`src/hdl/pbrm_pkg.sv`:
```
`timescale 1ns / 1ps

package pbrm_pkg;

    localparam int PAGES_DEF     = 4096;
    localparam int WORD_BITS_DEF = 64;

    localparam int IN_W     = 12;
    localparam int NEXT_W   = 13;
    localparam int STATUS_W = 2;
    localparam int S_DATA_W = 24;
    localparam int M_DATA_W = 16;

    typedef enum logic [STATUS_W-1:0] {
        ST_APPLIED = 2'd0,
        ST_REJECT  = 2'd1,
        ST_FULL    = 2'd2
    } status_t;

    typedef enum logic [3:0] {
        S_CLEAR,
        S_IDLE,
        S_DIV1,
        S_DIV2,
        S_DIV3,
        S_CHECK,
        S_FILL,
        S_FILL_END,
        S_SCAN,
        S_DONE
    } state_t;

    typedef struct packed {
        logic load;
        logic clear_step;
        logic set_reject;
        logic fill_init;
        logic fill_read;
        logic ptr_min;
        logic scan_init;
        logic scan_read;
        logic scan_take;
        logic scan_full;
        logic out_load;
    } cmd_t;

    typedef struct packed {
        logic clear_last;
        logic range_ok;
        logic fill_rd_last;
        logic mark;
        logic ptr_eq_first;
        logic scan_hit;
        logic scan_end;
        logic out_free;
    } sts_t;

endpackage

```
`src/hdl/page_bitmap_range_marker.sv`:
```
`timescale 1ns / 1ps

// channel   | dir | tdata (low bit up)                  | tuser
// ----------+-----+-------------------------------------+------------------------
// s_ range  | in  | first_page[11:0], end_page[23:12]   | mark_free
// m_ result | out | next_free[12:0], zero pad [15:13]   | status[1:0]
//
// one item at a time; after its accept cycle an item passes the division steps and a range
// check; a rejected item then goes to the result, an applied one reads and rewrites each
// bitmap word the range covers, and a pointer scan may then read words up to the map's end
// after reset a clearing pass writes (PAGES+WORD_BITS-1)/WORD_BITS words with s_tready low
// a finished result waits in the output register while the next item is taken; that
// item holds in its last cycle until the output register is free

module page_bitmap_range_marker #(
    parameter int PAGES     = pbrm_pkg::PAGES_DEF,
    parameter int WORD_BITS = pbrm_pkg::WORD_BITS_DEF
) (
    input  logic                          aclk,
    input  logic                          aresetn,
    input  logic                          s_tvalid,
    output logic                          s_tready,
    input  logic [pbrm_pkg::S_DATA_W-1:0] s_tdata,  // first_page, end_page
    input  logic                          s_tuser,  // mark_free
    output logic                          m_tvalid,
    input  logic                          m_tready,
    output logic [pbrm_pkg::M_DATA_W-1:0] m_tdata,  // next_free
    output logic [pbrm_pkg::STATUS_W-1:0] m_tuser   // status
);

    pbrm_pkg::cmd_t cmd;
    pbrm_pkg::sts_t sts;

    pbrm_ctrl u_ctrl (
        .aclk     (aclk),
        .aresetn  (aresetn),
        .s_tvalid (s_tvalid),
        .s_tready (s_tready),
        .sts      (sts),
        .cmd      (cmd)
    );

    pbrm_datapath #(
        .PAGES     (PAGES),
        .WORD_BITS (WORD_BITS)
    ) u_datapath (
        .aclk     (aclk),
        .aresetn  (aresetn),
        .cmd      (cmd),
        .sts      (sts),
        .s_tdata  (s_tdata),
        .s_tuser  (s_tuser),
        .m_tvalid (m_tvalid),
        .m_tready (m_tready),
        .m_tdata  (m_tdata),
        .m_tuser  (m_tuser)
    );

endmodule

```
`src/hdl/pbrm_ram.sv`:
```
`timescale 1ns / 1ps

module pbrm_ram #(
    parameter int WIDTH = pbrm_pkg::WORD_BITS_DEF,
    parameter int DEPTH = pbrm_pkg::PAGES_DEF / pbrm_pkg::WORD_BITS_DEF
) (
    input  logic                                   aclk,
    input  logic                                   wr_en,
    input  logic [((DEPTH > 1) ? $clog2(DEPTH) : 1)-1:0] wr_addr,
    input  logic [WIDTH-1:0]                       wr_data,
    input  logic                                   rd_en,
    input  logic [((DEPTH > 1) ? $clog2(DEPTH) : 1)-1:0] rd_addr,
    output logic [WIDTH-1:0]                       rd_data
);

    logic [WIDTH-1:0] mem_reg [DEPTH];
    logic [WIDTH-1:0] rd_data_reg;

    always_ff @(posedge aclk) begin
        if (wr_en) begin
            mem_reg[wr_addr] <= wr_data;
        end
        if (rd_en) begin
            rd_data_reg <= mem_reg[rd_addr];
        end
    end

    assign rd_data = rd_data_reg;

endmodule

```
`src/hdl/pbrm_ctrl.sv`:
```
`timescale 1ns / 1ps

module pbrm_ctrl (
    input  logic           aclk,
    input  logic           aresetn,
    input  logic           s_tvalid,
    output logic           s_tready,
    input  pbrm_pkg::sts_t sts,
    output pbrm_pkg::cmd_t cmd
);

    pbrm_pkg::state_t state_reg;
    pbrm_pkg::state_t state_next;

    always_ff @(posedge aclk) begin
        if (!aresetn) begin
            state_reg <= pbrm_pkg::S_CLEAR;
        end else begin
            state_reg <= state_next;
        end
    end

    always_comb begin
        state_next = state_reg;
        case (state_reg)
            pbrm_pkg::S_CLEAR: begin
                if (sts.clear_last) state_next = pbrm_pkg::S_IDLE;
            end
            pbrm_pkg::S_IDLE: begin
                if (s_tvalid) state_next = pbrm_pkg::S_DIV1;
            end
            pbrm_pkg::S_DIV1: state_next = pbrm_pkg::S_DIV2;
            pbrm_pkg::S_DIV2: state_next = pbrm_pkg::S_DIV3;
            pbrm_pkg::S_DIV3: state_next = pbrm_pkg::S_CHECK;
            pbrm_pkg::S_CHECK: begin
                state_next = sts.range_ok ? pbrm_pkg::S_FILL : pbrm_pkg::S_DONE;
            end
            pbrm_pkg::S_FILL: begin
                if (sts.fill_rd_last) state_next = pbrm_pkg::S_FILL_END;
            end
            pbrm_pkg::S_FILL_END: begin
                if (!sts.mark && sts.ptr_eq_first) begin
                    state_next = pbrm_pkg::S_SCAN;
                end else begin
                    state_next = pbrm_pkg::S_DONE;
                end
            end
            pbrm_pkg::S_SCAN: begin
                if (sts.scan_hit || sts.scan_end) state_next = pbrm_pkg::S_DONE;
            end
            pbrm_pkg::S_DONE: begin
                if (sts.out_free) state_next = pbrm_pkg::S_IDLE;
            end
            default: state_next = pbrm_pkg::S_IDLE;
        endcase
    end

    always_comb begin
        cmd      = '0;
        s_tready = 1'b0;
        case (state_reg)
            pbrm_pkg::S_CLEAR: cmd.clear_step = 1'b1;
            pbrm_pkg::S_IDLE: begin
                s_tready = 1'b1;
                cmd.load = s_tvalid;
            end
            pbrm_pkg::S_CHECK: begin
                cmd.fill_init  = sts.range_ok;
                cmd.set_reject = !sts.range_ok;
            end
            pbrm_pkg::S_FILL: cmd.fill_read = 1'b1;
            pbrm_pkg::S_FILL_END: begin
                cmd.ptr_min   = sts.mark;
                cmd.scan_init = !sts.mark && sts.ptr_eq_first;
            end
            pbrm_pkg::S_SCAN: begin
                cmd.scan_read = 1'b1;
                cmd.scan_take = sts.scan_hit;
                cmd.scan_full = sts.scan_end;
            end
            pbrm_pkg::S_DONE: cmd.out_load = sts.out_free;
            default: cmd = '0;
        endcase
    end

endmodule

```
`src/hdl/pbrm_datapath.sv`:
```
`timescale 1ns / 1ps

module pbrm_datapath #(
    parameter int PAGES     = pbrm_pkg::PAGES_DEF,
    parameter int WORD_BITS = pbrm_pkg::WORD_BITS_DEF
) (
    input  logic                          aclk,
    input  logic                          aresetn,
    input  pbrm_pkg::cmd_t                cmd,
    output pbrm_pkg::sts_t                sts,
    input  logic [pbrm_pkg::S_DATA_W-1:0] s_tdata,
    input  logic                          s_tuser,
    output logic                          m_tvalid,
    input  logic                          m_tready,
    output logic [pbrm_pkg::M_DATA_W-1:0] m_tdata,
    output logic [pbrm_pkg::STATUS_W-1:0] m_tuser
);

    localparam int IN_W   = pbrm_pkg::IN_W;
    localparam int WC     = (PAGES + WORD_BITS - 1) / WORD_BITS;
    localparam int AW     = (WC > 1) ? $clog2(WC) : 1;
    localparam int CW     = $clog2(WC + 1);
    localparam int PW     = $clog2(PAGES + 1);
    localparam int EW     = (PW > IN_W) ? PW : IN_W;
    localparam int BW     = $clog2(WORD_BITS);
    localparam int DIV_SH = IN_W + 4;
    localparam int RECIP  = (1 << DIV_SH) / WORD_BITS;
    localparam int MW     = IN_W + DIV_SH;

    localparam logic [WORD_BITS-1:0] ONES  = {WORD_BITS{1'b1}};
    localparam logic [BW:0]          WB_HI = (BW + 1)'(WORD_BITS);
    localparam logic [CW-1:0]        WLAST = CW'(WC - 1);

    // captured item
    logic [IN_W-1:0] first_reg, last_reg;
    logic            mark_reg;

    // word / bit split of both range ends, three registered steps
    logic [IN_W-1:0] fqe_reg, lqe_reg, fqe_next, lqe_next;
    logic [IN_W-1:0] fprod_reg, lprod_reg, fprod_next, lprod_next;
    logic [CW-1:0]   fq_reg, lq_reg, fq_next, lq_next;
    logic [BW-1:0]   fr_reg, lr_reg, fr_next, lr_next;
    logic [MW-1:0]   fmul, lmul;
    logic [IN_W-1:0] frem, lrem;

    // word walk
    logic [CW-1:0]   rd_word_reg, rd_word_next;
    logic [CW-1:0]   wr_word_reg, wr_word_next;
    logic            fpend_reg, fpend_next;
    logic            spend_reg, spend_next;
    logic            sfirst_reg, sfirst_next;
    logic [PW-1:0]   sbase_reg, sbase_next;
    logic [PW-1:0]   ptr_reg, ptr_next;
    pbrm_pkg::status_t status_reg, status_next;

    logic                          mvalid_reg, mvalid_next;
    logic [pbrm_pkg::M_DATA_W-1:0] mdata_reg, mdata_next;
    logic [pbrm_pkg::STATUS_W-1:0] muser_reg, muser_next;

    // last word touched by the fill and its exclusive top bit
    logic [CW-1:0]        lw_word;
    logic [BW:0]          lw_hi;
    logic [BW-1:0]        lo_bit;
    logic [BW:0]          hi_bit;
    logic [WORD_BITS-1:0] fmask, fdata;
    logic [WORD_BITS-1:0] smask, sdata, slow;
    logic [BW-1:0]        sidx;
    logic                 issue_ok;

    logic                 ram_wr_en, ram_rd_en;
    logic [AW-1:0]        ram_wr_addr;
    logic [WORD_BITS-1:0] ram_wr_data, ram_rd_data;

    pbrm_ram #(
        .WIDTH (WORD_BITS),
        .DEPTH (WC)
    ) u_bitmap (
        .aclk    (aclk),
        .wr_en   (ram_wr_en),
        .wr_addr (ram_wr_addr),
        .wr_data (ram_wr_data),
        .rd_en   (ram_rd_en),
        .rd_addr (rd_word_reg[AW-1:0]),
        .rd_data (ram_rd_data)
    );

    // reciprocal estimate is exact or one low, fixed up in the third step
    always_comb begin
        fmul       = MW'(first_reg) * MW'(RECIP);
        lmul       = MW'(last_reg) * MW'(RECIP);
        fqe_next   = IN_W'(fmul >> DIV_SH);
        lqe_next   = IN_W'(lmul >> DIV_SH);
        fprod_next = IN_W'((IN_W + 8)'(fqe_reg) * (IN_W + 8)'(WORD_BITS));
        lprod_next = IN_W'((IN_W + 8)'(lqe_reg) * (IN_W + 8)'(WORD_BITS));
        frem       = first_reg - fprod_reg;
        lrem       = last_reg - lprod_reg;
        if (frem >= IN_W'(WORD_BITS)) begin
            fq_next = CW'(fqe_reg + IN_W'(1));
            fr_next = BW'(frem - IN_W'(WORD_BITS));
        end else begin
            fq_next = CW'(fqe_reg);
            fr_next = BW'(frem);
        end
        if (lrem >= IN_W'(WORD_BITS)) begin
            lq_next = CW'(lqe_reg + IN_W'(1));
            lr_next = BW'(lrem - IN_W'(WORD_BITS));
        end else begin
            lq_next = CW'(lqe_reg);
            lr_next = BW'(lrem);
        end
    end

    always_comb begin
        if (lr_reg == '0) begin
            lw_word = lq_reg - CW'(1);
            lw_hi   = WB_HI;
        end else begin
            lw_word = lq_reg;
            lw_hi   = (BW + 1)'(lr_reg);
        end
        lo_bit = (wr_word_reg == fq_reg) ? fr_reg : '0;
        hi_bit = (wr_word_reg == lw_word) ? lw_hi : WB_HI;
        fmask  = (ONES << lo_bit) & (ONES >> (WB_HI - hi_bit));
        fdata  = mark_reg ? (ram_rd_data | fmask) : (ram_rd_data & ~fmask);

        smask = sfirst_reg ? (ONES << lr_reg) : ONES;
        sdata = ram_rd_data & smask;
        slow  = sdata & (~sdata + WORD_BITS'(1));
        sidx  = '0;
        for (int i = 0; i < WORD_BITS; i++) begin
            if (slow[i]) sidx = sidx | BW'(i);
        end
    end

    assign issue_ok = (rd_word_reg < CW'(WC));

    always_comb begin
        ram_wr_en   = cmd.clear_step | fpend_reg;
        ram_wr_addr = cmd.clear_step ? rd_word_reg[AW-1:0] : wr_word_reg[AW-1:0];
        ram_wr_data = cmd.clear_step ? '0 : fdata;
        ram_rd_en   = cmd.fill_read | (cmd.scan_read & issue_ok);
    end

    always_comb begin
        rd_word_next = rd_word_reg;
        wr_word_next = wr_word_reg;
        fpend_next   = cmd.fill_read;
        spend_next   = cmd.scan_read & issue_ok;
        sfirst_next  = sfirst_reg;
        sbase_next   = sbase_reg;
        ptr_next     = ptr_reg;
        status_next  = status_reg;
        mvalid_next  = mvalid_reg;
        mdata_next   = mdata_reg;
        muser_next   = muser_reg;

        if (cmd.clear_step) rd_word_next = rd_word_reg + CW'(1);
        if (cmd.load) status_next = pbrm_pkg::ST_APPLIED;
        if (cmd.set_reject) status_next = pbrm_pkg::ST_REJECT;
        if (cmd.fill_init) rd_word_next = fq_reg;
        if (cmd.fill_read) begin
            rd_word_next = rd_word_reg + CW'(1);
            wr_word_next = rd_word_reg;
        end
        if (cmd.ptr_min && (EW'(first_reg) < EW'(ptr_reg))) begin
            ptr_next = PW'(first_reg);
        end
        if (cmd.scan_init) begin
            ptr_next     = PW'(last_reg);
            rd_word_next = lq_reg;
            sbase_next   = PW'(last_reg) - PW'(lr_reg);
            sfirst_next  = 1'b1;
        end
        if (cmd.scan_read) begin
            if (issue_ok) begin
                rd_word_next = rd_word_reg + CW'(1);
                wr_word_next = rd_word_reg;
            end
            if (spend_reg) begin
                sbase_next  = sbase_reg + PW'(WORD_BITS);
                sfirst_next = 1'b0;
            end
        end
        if (cmd.scan_take) ptr_next = sbase_reg + PW'(sidx);
        if (cmd.scan_full) begin
            ptr_next    = PW'(PAGES);
            status_next = pbrm_pkg::ST_FULL;
        end

        if (m_tready) mvalid_next = 1'b0;
        if (cmd.out_load) begin
            mvalid_next = 1'b1;
            mdata_next  = pbrm_pkg::M_DATA_W'(pbrm_pkg::NEXT_W'(ptr_reg));
            muser_next  = status_reg;
        end
    end

    always_ff @(posedge aclk) begin
        if (!aresetn) begin
            rd_word_reg <= '0;
            fpend_reg   <= 1'b0;
            spend_reg   <= 1'b0;
            sfirst_reg  <= 1'b0;
            ptr_reg     <= '0;
            mvalid_reg  <= 1'b0;
        end else begin
            rd_word_reg <= rd_word_next;
            fpend_reg   <= fpend_next;
            spend_reg   <= spend_next;
            sfirst_reg  <= sfirst_next;
            ptr_reg     <= ptr_next;
            mvalid_reg  <= mvalid_next;
        end
    end

    always_ff @(posedge aclk) begin
        if (cmd.load) begin
            first_reg <= s_tdata[IN_W-1:0];
            last_reg  <= s_tdata[2*IN_W-1:IN_W];
            mark_reg  <= s_tuser;
        end
        fqe_reg     <= fqe_next;
        lqe_reg     <= lqe_next;
        fprod_reg   <= fprod_next;
        lprod_reg   <= lprod_next;
        fq_reg      <= fq_next;
        lq_reg      <= lq_next;
        fr_reg      <= fr_next;
        lr_reg      <= lr_next;
        wr_word_reg <= wr_word_next;
        sbase_reg   <= sbase_next;
        status_reg  <= status_next;
        mdata_reg   <= mdata_next;
        muser_reg   <= muser_next;
    end

    always_comb begin
        sts.clear_last   = (rd_word_reg == WLAST);
        sts.range_ok     = (first_reg < last_reg) && (32'(last_reg) < 32'(PAGES));
        sts.fill_rd_last = (rd_word_reg == lw_word);
        sts.mark         = mark_reg;
        sts.ptr_eq_first = (EW'(ptr_reg) == EW'(first_reg));
        sts.scan_hit     = spend_reg && (sdata != '0);
        sts.scan_end     = spend_reg && (sdata == '0) && (wr_word_reg == WLAST);
        sts.out_free     = !mvalid_reg || m_tready;
    end

    assign m_tvalid = mvalid_reg;
    assign m_tdata  = mdata_reg;
    assign m_tuser  = muser_reg;

endmodule

```
`config.mk`:
```
export PLATFORM = sky130hd
export DESIGN_NAME = page_bitmap_range_marker
export DESIGN_NICKNAME = d
export VERILOG_FILES = /design/src/hdl/pbrm_pkg.sv /design/src/hdl/page_bitmap_range_marker.sv /design/src/hdl/pbrm_ram.sv /design/src/hdl/pbrm_ctrl.sv /design/src/hdl/pbrm_datapath.sv
export SDC_FILE = /design/constraint.sdc
export NUM_CORES = 2
export LEC_CHECK = 0
export BUFFER_PORTS_ARGS = -buffer_cell sky130_fd_sc_hd__buf_2
export CAP_MARGIN = 10
export CORE_MARGIN = 4
export CORE_UTILIZATION = 30
export CTS_BUF_LIST = sky130_fd_sc_hd__clkbuf_8
export CTS_CLUSTER_DIAMETER = 60
export CTS_CLUSTER_SIZE = 40
export DETAILED_ROUTE_END_ITERATION = 10
export GPL_TIMING_DRIVEN = 0
export PLACE_DENSITY = 0.54
export SLEW_MARGIN = 20
export SYNTH_ARGS = -nofsm -noshare
export SYNTH_HDL_FRONTEND = slang
export SYNTH_SLANG_ARGS = --single-unit
```
`constraint.sdc`:
```
create_clock -name aclk -period 13.5 [get_ports aclk]
set_clock_uncertainty 0.05 [all_clocks]
set_input_delay 1.35 -clock aclk [delete_from_list [all_inputs] [get_ports aclk]]
set_output_delay 1.35 -clock aclk [all_outputs]
set_load 0.01 [all_outputs]
```
# Word-level counts from Yosys, hierarchy flattened
# Memories as Yosys holds them, arrays and structs flattened. A register that Yosys moved wholly into a read port is not among the register bits.
# Index checks and enable logic that the tools add are counted.
totals:
  ff_bits: 140
  ram_bits: 4096
  inputBits: 29
  output_inout_bits: 20
  elab_cells: 225
  n_memories: 1
mem_list:
  columns: ["name", "words", "width", "read_ports", "rd_clocked_by_memory_dff", "write_ports", "line", "text"]
  rows:
  - ["u_datapath.u_bitmap.mem_reg", 64, 64, 1, 1, 1, "pbrm_ram.sv:16", "logic [WIDTH-1:0] mem_reg [DEPTH];"]
classes:
  n_addsub: 13
  magnitude_cmp: 5
  eq_ne: 20
  shifts: 3
  n_mux: 126
  n_bitwise: 11
  n_reduce_logical: 20
op_table:
  columns: ["op", "n"]
  rows:
  - ["$and A64 B64 Y64", 4]
  - ["$mux W6", 38]
  - ["$mux W64", 3]
  - ["$not A64 Y64", 2]
  - ["$shl A64 B6 Y64 const A", 2]
  - ["$mux W13", 8]
  - ["$mux W7", 14]
  - ["$mux W4", 20]
  - ["$mux W5", 16]
  - ["$add A64 B1 Y64 const B", 1]
  - ["$logic_not A64 Y1", 1]
  - ["$or A64 B64 Y64", 1]
  - ["$reduce_bool A64 Y1", 1]
  - ["$shr A64 B7 Y64 const A", 1]
  - ["$pmux W4 S10", 1]
  - ["$ge A12 B7 Y1 const B", 2]
  - ["$sub A12 B12 Y12", 2]
  - ["$eq A7 B7 Y1", 3]
  - ["$eq A4 B3 Y1 const B", 4]
  - ["$mux W1", 15]
  - ["$mux W3", 5]
  - ["$add A6 B1 Y7 const B", 2]
  - ["$eq A7 B6 Y1 const B", 2]
  - ["$add A13 B6 Y13", 1]
  - ["other kinds (29)", 49]

# Longest topological paths before layout
logic_depth:
  word_depth: 72
  depth_mapped: 25
  ltp_nobuf: 21

# Modules after synthesis
# Synthesis repeated with hierarchy kept, for this count alone.
hier_totals:
  cells_unflattened: 8101
  area_unflattened_um2: 168786.9
modules_own_cells:
  columns: ["mod", "n_inst", "cells_per_inst", "area_per_inst_um2", "seq_area_each_um2"]
  rows:
  - ["pbrm_ram", 1, 6598, 156989.3, 124919.8]
  - ["pbrm_datapath", 1, 1450, 11387.2, 3183.1]
  - ["pbrm_ctrl", 1, 53, 410.4, 80.1]

# Worst setup path after synthesis
# No wires, ideal clock.
synth_path:
  kind: "reg-to-reg"
  from: "register u_datapath.lr_reg[0]"
  to: "memory u_datapath.u_bitmap.mem_reg[0][55] (netlist name) (data pin)"
  setup_time_ns: 0.906
  arrival_time_ns: 6.981
  required_ns: 12.544
  slack_ns: 5.563
  stages_incl_launch_ff: 14
  path_buffers: 2
  period_less_slack_ns: 7.937
  cell_sequence: "dfxtp_1 > buf_6 > or4_4 > nor4b_4 > xnor3_1 > nor4_4 > nand2_1 > ha_1 > nand2_1 > nand2_1 > o211ai_1 > buf_2 > nand3_1 > o41ai_1"
synth_between:
  elab_chain_cells: 11
  elab_cells_between_ends: 13
  classes_between: "1 x add/sub; 1 x eq/ne; 1 x shift; 5 x mux; 4 x bitwise; 1 x reduce/logical"
synth_lines:
  columns: ["item", "line", "text"]
  rows:
  - ["from (decl)", "pbrm_datapath.sv:42", "logic [BW-1:0] fr_reg, lr_reg, fr_next, lr_next;"]
  - ["from (signal assigned)", "pbrm_datapath.sv:229", "lr_reg <= lr_next;"]
  - ["$logic_not A6 Y1", "pbrm_datapath.sv:114", "if (lr_reg == '0) begin"]
  - ["$mux W7", "pbrm_datapath.sv:114", null]
  - ["$eq A7 B7 Y1", "pbrm_datapath.sv:122", "hi_bit = (wr_word_reg == lw_word) ? lw_hi : WB_HI;"]
  - ["$mux W7 (*)", "pbrm_datapath.sv:122", null]
  - ["$sub A7 B7 Y7 (*)", "pbrm_datapath.sv:123", "fmask = (ONES << lo_bit) & (ONES >> (WB_HI - hi_bit));"]
  - ["$shr A64 B7 Y64 (*)", "pbrm_datapath.sv:123", null]
  - ["$and A64 B64 Y64 (*)", "pbrm_datapath.sv:123", null]
  - ["$not A64 Y64", "pbrm_datapath.sv:124", "fdata = mark_reg ? (ram_rd_data | fmask) : (ram_rd_data & ~fmask);"]
  - ["$and A64 B64 Y64", "pbrm_datapath.sv:124", null]
  - ["$mux W64 (*)", "pbrm_datapath.sv:124", null]
  - ["$mux W64 (*)", "pbrm_datapath.sv:140", "ram_wr_data = cmd.clear_step ? '0 : fdata;"]
  - ["named net u_datapath.ram_wr_data[55]", "pbrm_datapath.sv:72", "logic [WORD_BITS-1:0] ram_wr_data, ram_rd_data;"]
  - ["to (decl)", "pbrm_ram.sv:16", null]
# The timed path passes the listed nets; every way through them passes the cells marked *.

# Final worst setup path
layout_path:
  from: "register u_datapath.lr_reg[1]"
  to: "register u_datapath.ptr_reg[10]"
layout_between:
  elab_chain_cells: 71
  elab_cells_between_ends: 79
  classes_between: "2 x add/sub; 1 x shift; 66 x mux; 3 x bitwise; 7 x reduce/logical"
layout_lines:
  columns: ["item", "line", "text"]
  rows:
  - ["$shl A64 B6 Y64 (*)", "pbrm_datapath.sv:126", "smask = sfirst_reg ? (ONES << lr_reg) : ONES;"]
  - ["$mux W64 (*)", "pbrm_datapath.sv:126", null]
  - ["$and A64 B64 Y64 (*)", "pbrm_datapath.sv:127", "sdata = ram_rd_data & smask;"]
  - ["$not A64 Y64", "pbrm_datapath.sv:128", "slow = sdata & (~sdata + WORD_BITS'(1));"]
  - ["$add A64 B1 Y64", "pbrm_datapath.sv:128", null]
  - ["$and A64 B64 Y64", "pbrm_datapath.sv:128", null]
  - ["$mux W1", "pbrm_datapath.sv:131", "if (slow[i]) sidx = sidx | BW'(i);"]
  - ["$mux W2 (2 in series)", "pbrm_datapath.sv:131", null]
  - ["$mux W3 (4 in series)", "pbrm_datapath.sv:131", null]
  - ["$mux W4 (8 in series)", "pbrm_datapath.sv:131", null]
  - ["$mux W5 (16 in series)", "pbrm_datapath.sv:131", null]
  - ["$mux W6 (32 in series)", "pbrm_datapath.sv:131", null]
  - ["$add A13 B6 Y13", "pbrm_datapath.sv:184", "if (cmd.scan_take) ptr_next = sbase_reg + PW'(sidx);"]
  - ["$mux W13", "pbrm_datapath.sv:184", null]
  - ["to (signal assigned)", "pbrm_datapath.sv:211", "ptr_reg <= ptr_next;"]
  - ["to (decl)", "pbrm_datapath.sv:53", "logic [PW-1:0] ptr_reg, ptr_next;"]
# Mark *: on every way between the ends. The rest lies on a longest branch, timed or not.
# A chain may end at the register's enable or synchronous reset.

==> flow_summary.json <==
{
  "cts_sinks": 4300,
  "end_kind": "register",
  "hpwl_um": 379000,
  "io_pins": 49,
  "grt_pass1_wl_um": 707000,
  "grt_max_degree": 65,
  "final_common_cell": "edfxtp_1",
  "cts_buffers": 321,
  "clkTransAtPathRegs_ns": 0.12,
  "grt_pass1_vias": 83900,
  "rows": 274,
  "die_x_um": 757,
  "port_buffers": 45,
  "cp_data_arrival_time_ns": 9.30,
  "use_met1_pct": 24.6,
  "min_path_type": "input pin to register",
  "syn_avg_cell_area_um2": 22.8,
  "ys_top_cells_by_area": "edfxtp_1 75%, mux4_2 18%, dfxtp_1 1.1%",
  "first_pass_iters": 6,
  "drive_above_1_share_pct": 32.1,
  "design.die.area_mm2": 0.573,
  "cts-root-buf": "clkbuf_8",
  "synthCells": 7402,
  "grt.busiest_layer": "met2",
  "met2_usage_pct": 28.5,
  "core_region_area_mm2": 0.558,
  "min_period_ns": 8.23,
  "post_cts_buffers": 0,
  "required_ns": 14.57,
  "yosysWarnings": 0,
  "drc_errors": 0,
  "synth_enable_flop_cells": 4206,
  "start_util_pct": 30.2,
  "synth-seq-area-share_pct": 76.1,
  "fmax_mhz": 121,
  "rsz0062_at_grt": "no",
  "start_kind": "register",
  "cellPowerDensity_mw_per_mm2": 124,
  "syn_area_mm2": 0.168,
  "area_growth_pct": 16.1,
  "synth_seq_cells": 4300,
  "postRouteAntennaNets": 0,
  "fin_total_pwr_mw": 24.2,
  "ctsResizeCount": 0,
  "status": "completed",
  "p_leak_nw": 58.3,
  "antenna_found_initial": 50,
  "die_h_um": 757,
  "largest_reg_flops": 4096,
  "holdWs_ns": 0.279,
  "cap_violations": 0,
  "via_per_inst": 5.28,
  "finalNetCount": 8256,
  "grtUsageTotal_pct": 17.7,
  "relSlewSlack_pct": 15.1,
  "path_class": "register to register",
  "grtUsageMet3_pct": 3.48,
  "final_cell_mix": "4206 x edfxtp_1, 1344 x mux4_2, 323 x clkbuf_8",
  "vias": 84000,
  "grt-ovfl-total": 0,
  "drt-initial-drc-count": 11200,
  "crit_path_max_fanout": 10,
  "synth_ff_type": "edfxtp_1",
  "insertion_delay_ns": 1.20,
  "hold_viol": 0,
  "finalSetupViolations": 0,
  "async_flop_share_pct": 0,
  "period_share_pct": 61.0,
  "worst_pin_slew_ns": 1.24,
  "gp_congestion": 0.921,
  "vdd_ir_drop_max_mv": 0.0811,
  "yosysTopAreaCell": "edfxtp_1",
  "htree_levels": 5,
  "placed_cell_area_mm2": 0.188,
  "cts_tree": "done",
  "routedWlPerCell_um": 32.4,
  "final_cell_area_mm2": 0.196,
  "yosysUniqueCellTypes": 85,
  "wl_um": 517000,
  "cts_hold_repair.buffers": 0,
  "maxSlewViolCount": 0,
  "cts.path.max_buffers": 4,
  "yosysTopAreaCellShare_pct": 75.0
}
-- Yosys cell counts (all sizes together), types with 8 or more instances --
master,number
or2,11
a21oi,109
xnor2,37
a21o,11
xor2,26
o22ai,11
nor4,17
dfxtp,94
nand4,27
clkbuf,275
nor2b,18
nand3,66
nand2,169
a211oi,29
and3,21
edfxtp,4206
buf,118
mux2i,48
nand3b,9
or3,11
o21a,9
o21ai,107
a221oi,19
mux2,9
nor3,43
nor2,185
a31oi,16
mux4,1344
ha,54
and2,16
nand2b,33
a21boi,8
inv,79
o211ai,43
o31ai,20
-- final timing paths --
path / cells after the start / from / endpoint / slack (ns)
worst max-delay path: 22 / u_datapath.lr_reg[1] / u_datapath.ptr_reg[10] / 5.27
worst min-delay path: 1 / s_tdata[11] / u_datapath.first_reg[11] / 0.28
worst max register to register: 22 / u_datapath.lr_reg[1] / u_datapath.ptr_reg[10] / 5.27
worst min register to register: 0 / u_datapath.fqe_reg[5] / u_datapath.fprod_reg[11] / 0.34
-- critical path: stages (launching register included) --
cell and delay, ns:
dfxtp_1 0.35, buf_2 0.35, clkbuf_1 0.57, nand2_1 0.49, o21ai_0 0.49, a31oi_1 0.16, a211oi_2 0.70, nand3_1 0.68
a2111oi_0 1.23, a21oi_1 0.27, nand4b_1 0.35, ha_1 0.24, inv_1 0.06, fa_1 0.40, nor2b_1 0.17, o21ai_0 0.14
a21boi_0 0.26, o21ai_0 0.17, and2_1 0.24, or3_1 0.31, a21oi_1 0.21, a221oi_1 0.09, a211oi_1 0.19
-- area by class of cell --
type	instances	area, µm²
clock inverter	275	3330
clock buffer	323	4450
sequential	4300	128000
inverter	79	297
fill	51300	363000
multi-input combinational	2632	39700
tap	7452	9320
antenna	25	62.6
buffer	393	1770
timing repair buffer	442	8440
-- kinds of logic (layout without fill, tap and decap cells) --
logic type / after synthesis / in the layout / share of synthesized area [%]
other: 1 / 28 / 0.00223
DFF: 4300 / 4300 / 76.1
AOI/OAI and AO/OA: 448 / 448 / 1.74
and+or+nand+nor: 655 / 655 / 1.90
xor gates and xnor gates: 67 / 67 / 0.382
muxes: 1401 / 1401 / 18.3
adders and majority gates: 58 / 58 / 0.449
buffers and inverters: 472 / 1512 / 1.08
-- report_power, final --
group          total, mW  switching (mW)  internal [mW]
Combinational       1.70           0.964          0.739
Sequential          14.5          0.0180           14.5
Clock               7.99            5.11           2.88
-- through the flow --
step	TNS (ns)	std cells	util, %	worst slack (ns)
after floorplan	0	7404	-	5.56
after global placement	-3115.60	14900	31.9	-1.65
after detailed placement	0	15300	33.6	5.63
after CTS	0	15900	35.0	5.62
after global routing	0	15900	35.0	5.18
final	0	15900	35.0	5.27
-- per-layer routing --
metal / vias to the layer above / wire, µm
met5: - / 104
met4: 16 / 13900
met3: 699 / 44600
met2: 3874 / 246000
met1: 46200 / 212000
li1: 33200 / -
Note: power is estimated with default switching activity, not from simulation.
